### src/rtl/hwd_pkg.sv
// Package: types, constants and codes shared by the tree-walk decoder files.
`default_nettype none
package hwd_pkg;

  // Tree size and field widths
  localparam int SYMBOL_COUNT = 256;
  localparam int NODE_DEPTH   = 2 * SYMBOL_COUNT - 1;
  localparam int NODE_AW      = 9;
  localparam int SYM_W        = 8;
  localparam int COUNT_BITS   = 32;
  localparam int BYTE_BITS    = 8;
  localparam int BIT_CNT_W    = $clog2(BYTE_BITS + 1);
  localparam int BUF_DEPTH    = BYTE_BITS;
  localparam int BUF_AW       = $clog2(BUF_DEPTH);
  localparam int BUF_CNT_W    = $clog2(BUF_DEPTH + 1);
  localparam int CFG_IDX_W    = 2;
  localparam int CFG_DATA_W   = 32;
  localparam int PAD_W        = 3;

  localparam logic [NODE_AW-1:0] NO_CHILD = '1;

  typedef enum logic [1:0] {
    MODE_LOAD  = 2'd0,
    MODE_START = 2'd1,
    MODE_BYTE  = 2'd2
  } mode_t;

  typedef enum logic [CFG_IDX_W-1:0] {
    REG_EXPECTED = 2'd0,
    REG_PAD      = 2'd1,
    REG_ROOT     = 2'd2
  } reg_idx_t;

  typedef enum logic [1:0] {
    ST_RUN    = 2'd0,
    ST_DONE   = 2'd1,
    ST_BROKEN = 2'd2
  } status_t;

  typedef enum logic [2:0] {
    S_IDLE,
    S_FETCH,
    S_STEP,
    S_CHECK,
    S_EMIT
  } state_t;

  typedef struct packed {
    logic [NODE_AW-1:0] left;
    logic [NODE_AW-1:0] right;
    logic [SYM_W-1:0]   sym;
  } node_t;

  // Control from the walker to the result buffer
  typedef struct packed {
    logic             clear;
    logic             push;
    logic             pop;
    logic [SYM_W-1:0] sym;
  } buf_ctl_t;

endpackage
`default_nettype wire

### src/rtl/hwd_sym_buf.sv
// Result buffer: holds the symbols of one byte until the item is finished.
`default_nettype none
module hwd_sym_buf (
  input  wire logic                      clk,
  input  wire logic                      rst,
  input  wire hwd_pkg::buf_ctl_t         ctl,
  output logic [hwd_pkg::SYM_W-1:0]      symbol,
  output logic                           symbol_valid,
  output logic                           last
);

  logic [hwd_pkg::SYM_W-1:0]     syms [hwd_pkg::BUF_DEPTH];
  logic [hwd_pkg::BUF_CNT_W-1:0] fill;
  logic [hwd_pkg::BUF_AW-1:0]    rd_idx;

  always_ff @(posedge clk) begin
    if (ctl.push) begin
      syms[fill[hwd_pkg::BUF_AW-1:0]] <= ctl.sym;
    end
  end

  always_ff @(posedge clk) begin
    if (rst || ctl.clear) begin
      fill   <= '0;
      rd_idx <= '0;
    end else begin
      if (ctl.push) begin
        fill <= fill + 1'b1;
      end
      if (ctl.pop) begin
        rd_idx <= rd_idx + 1'b1;
      end
    end
  end

  // An empty buffer still yields one result: no symbol, last set
  always_comb begin
    symbol_valid = (fill != '0);
    symbol       = symbol_valid ? syms[rd_idx] : '0;
    last         = !symbol_valid || ({1'b0, rd_idx} == fill - 1'b1);
  end

endmodule
`default_nettype wire

### config.mk
export PLATFORM = sky130hd
export DESIGN_NAME = hwd_sym_buf
export DESIGN_NICKNAME = d
export VERILOG_FILES = /design/src/rtl/hwd_pkg.sv /design/src/rtl/hwd_sym_buf.sv
export SDC_FILE = /design/constraint.sdc
export NUM_CORES = 1
export LEC_CHECK = 0
export BUFFER_PORTS_ARGS = -buffer_cell sky130_fd_sc_hd__buf_2
export CAP_MARGIN = 20
export CORE_MARGIN = 10
export CORE_UTILIZATION = 44
export DETAILED_ROUTE_END_ITERATION = 16
export GPL_ROUTABILITY_DRIVEN = 0
export PLACE_DENSITY = 0.59
export SLEW_MARGIN = 20
export SYNTH_ARGS = -nofsm -noshare
export SYNTH_HDL_FRONTEND = slang
export SYNTH_SLANG_ARGS = --single-unit
### constraint.sdc
create_clock -name clk -period 2.2 [get_ports clk]
set_input_delay 0.22 -clock clk [delete_from_list [all_inputs] [get_ports clk]]
set_output_delay 0.22 -clock clk [all_outputs]
set_load 0.03 [all_outputs]
==> impl_metrics.env <==
export IMPL_core_um2=6420
export IMPL_yosys_area_share_xor_xnor_pct=1.79
export IMPL_worstSetupPathType="flip-flop to primary output"
export IMPL_hold_depth=1
export IMPL_nNetsFinal=213
export IMPL_yosysSeqAreaShare_pct=72.1
export IMPL_mostFrequentLayoutCell="edfxtp_1"
export IMPL_synth_area_leaders="edfxtp_1 (65%), mux4_2 (7.7%), dfxtp_1 (6.8%)"
export IMPL_grt_antenna_before_repair=0
export IMPL_synthToLayoutAreaGrowth_pct=18.5
export IMPL_leakage_uw=0.00122
export IMPL_cts_tree="done"
export IMPL_powerDensity_nw_per_um2=809
export IMPL_vias=1535
export IMPL_die_area_um2=10400
export IMPL_critPathMaxStageDelay_ns=0.48
export IMPL_startpoint_type="flip-flop"
export IMPL_fin_worst_skew_ns=0.00826
export IMPL_ctsHoldBuffers=0
export IMPL_cp_end_kind="primary output"
export IMPL_yosysTopAreaCell="edfxtp_1"
export IMPL_tightest_slew_ns=0.418
export IMPL_period_needed_ns=2.14
export IMPL_diodes=0
export IMPL_clk_pin_slew_ns=0.08
export IMPL_crit_chain="inv_1, ha_4, or4b_4, a21oi_2, nor3_1, o21ai_1, buf_4"
export IMPL_routed_via_density=5.50
export IMPL_place_ws_ns=0.101
export IMPL_drive_gt1_share_pct=35.6
export IMPL_num_rows=29
export IMPL_grt_max_degree=17
export IMPL_hp_class="input pin to flip-flop"
export IMPL_cp_required_ns=1.98
export IMPL_drc=0
export IMPL_rr_worst_depth=3
export IMPL_cap_violations=0
export IMPL_netlist_area_um2=2940
export IMPL_syn_avg_cell_area_um2=18.6
export IMPL_fin_ws_ns=0.0561
export IMPL_grt_pass1_vias=1674
export IMPL_cp_max_fo=4
export IMPL_period_share_pct=97.5
export IMPL_grt_pass1_wl_um=8650
export IMPL_htree_num_levels=3
export IMPL_clock_latency_ns=0.34
export IMPL_io_buffers=22
export IMPL_ioPinCount=23
export IMPL_hpwlAfterDp_um=3510
export IMPL_max_freq_mhz=466
export IMPL_grt_usage_pct=11.5
export IMPL_drt_iter0_drc=49
export IMPL_syn_inst=158
export IMPL_relSlewSlack_pct=72.1
export IMPL_routed_wl_um=5450
export IMPL_cts_root_buffer="clkbuf_8"
export IMPL_wl_per_cell_um=19.5
export IMPL_die_x_um=102
export IMPL_fp_dieH_um=102
export IMPL_yosys_register_bits=74
export IMPL_status="finished, final reports clean"
export IMPL_synth_compound_area_share_pct=3.61
export IMPL_syn_nets=174
export IMPL_cpMaxStageDelayCell="or4b_4"
export IMPL_yosys_warnings=0
export IMPL_synth_top_family_by_area="multiplexers"
export IMPL_finalMaxSlewViolations=0
export IMPL_numCtsBuffers=9
export IMPL_ant_nets=0
export IMPL_drt_pass1_iterations=4
export IMPL_clockBufferDepth=2
export IMPL_vdd_ir_drop_max_mv=0.384
export IMPL_start_util_pct=45.8
export IMPL_final_hold_violation_count=0
export IMPL_synth_cell_types=27
export IMPL_finalSetupViolCount=0
export IMPL_synth_adder_area_share_pct=1.28
export IMPL_most_common_layout_cells="edfxtp_1 (64), buf_2 (20), buf_4 (16)"
export IMPL_yosys_area_top_type_share_pct=65.3
export IMPL_arrival_ns=1.92
export IMPL_setup_tns_final_ns=0
export IMPL_yosys_area_share_simple_pct=5.19
export IMPL_muxShareOfSynthArea_pct=13.7
export IMPL_clock_sinks=74
export IMPL_overflow=0
[sequential cells by signal, summed over array words and instances (netlist names), named ones only]
name and count:
syms 64, fill 4, rd_idx 3
[metrics by stage]
step / utilization [%] / area, µm² / power, µW / instances / hold slack [ns]
after floorplan: - / 2940 / 1670 / 158 / 0.319
after global placement: 49.9 / 3210 / 1720 / 262 / 0.475
after detailed placement: 49.9 / 3210 / 1730 / 262 / 0.492
after CTS: 53.7 / 3450 / 2840 / 279 / 0.123
after global routing: 54.3 / 3490 / 2910 / 279 / 0.144
final: 54.3 / 3490 / 2820 / 279 / 0.138
[metal layers]
layer	vias to the layer above	global-route usage (%)	share of wire [%]	wire, µm
met5	-	0	0	0
met1	789	13.2	42	2310
met4	0	7.59	2.3	127
met2	33	18.5	51	2760
li1	703	-	-	-
met3	10	3.34	4.6	250
[critical path, delay by kind of cell (launching register included)]
family,cells,cell delay [ns]
AOI/OAI and AO/OA,2,0.28
adders and majority gates,1,0.18
buffers and inverters,2,0.26
DFF,1,0.33
and+or+nand+nor,2,0.54
[repair_timing]
action | CTS | global route
pin swaps | 1 | 0
endpoints found under the setup margin | 9 | 9
setup buffers | 1 | 0
gates resized for setup | 6 | 11
[power breakdown]
part           total [µW]  internal, µW  switching (µW)
combinational         158          71.9            86.6
clock                1120           636             483
sequential           1540          1540            5.58
total                2820          2250             575
[synth_stat cells, drive strengths merged]
| cell type | count |
|---|---|
| nand2 | 6 |
| inv | 2 |
| o21ai | 1 |
| ha | 3 |
| o21bai | 1 |
| clkbuf | 4 |
| mux2i | 2 |
| dfxtp | 10 |
| and2 | 1 |
| buf | 5 |
| a21oi | 3 |
| edfxtp | 64 |
| mux4 | 16 |
| a22o | 8 |
| nor2 | 14 |
| nor4b | 1 |
| a211o | 1 |
| xnor2 | 4 |
| nand2b | 3 |
| or2 | 1 |
| or4b | 1 |
| nor3 | 3 |
| xor2 | 2 |
| nor2b | 2 |
[kinds of logic (layout without fill, tap and decap cells)]
family,after synthesis,in the layout
adder cells (fa/ha/maj),3,3
multiplexers,18,18
buffers and inverters,11,55
AND/OR/NAND/NOR,32,32
flip-flops,74,74
XOR/XNOR,6,6
AO/OA/AOI/OAI,14,14
[layout make-up]
class                           instances  area [µm²]
Clock inverter                          7        93.8
Multi-Input combinational cell         73         797
Clock buffer                            9         124
Inverter                                2        7.51
Sequential cell                        74        2130
Tap cell                               77        96.3
Timing Repair Buffer                   37         240
Fill cell                             501        2940
[worst paths after layout]
check / startpoint / endpoint / slack, ns
setup / recovery: fill[1]$_SDFFE_PP0P_ / last / 0.06
hold / removal: ctl[6] / syms[2][6]$_DFFE_PP_ / 0.14
setup reg to reg: fill[2]$_SDFFE_PP0P_ / syms[7][0]$_DFFE_PP_ / 0.80
hold reg to reg: rd_idx[1]$_SDFFE_PP0P_ / rd_idx[1]$_SDFFE_PP0P_ / 0.59
Note: power is estimated with default switching activity, not from simulation.
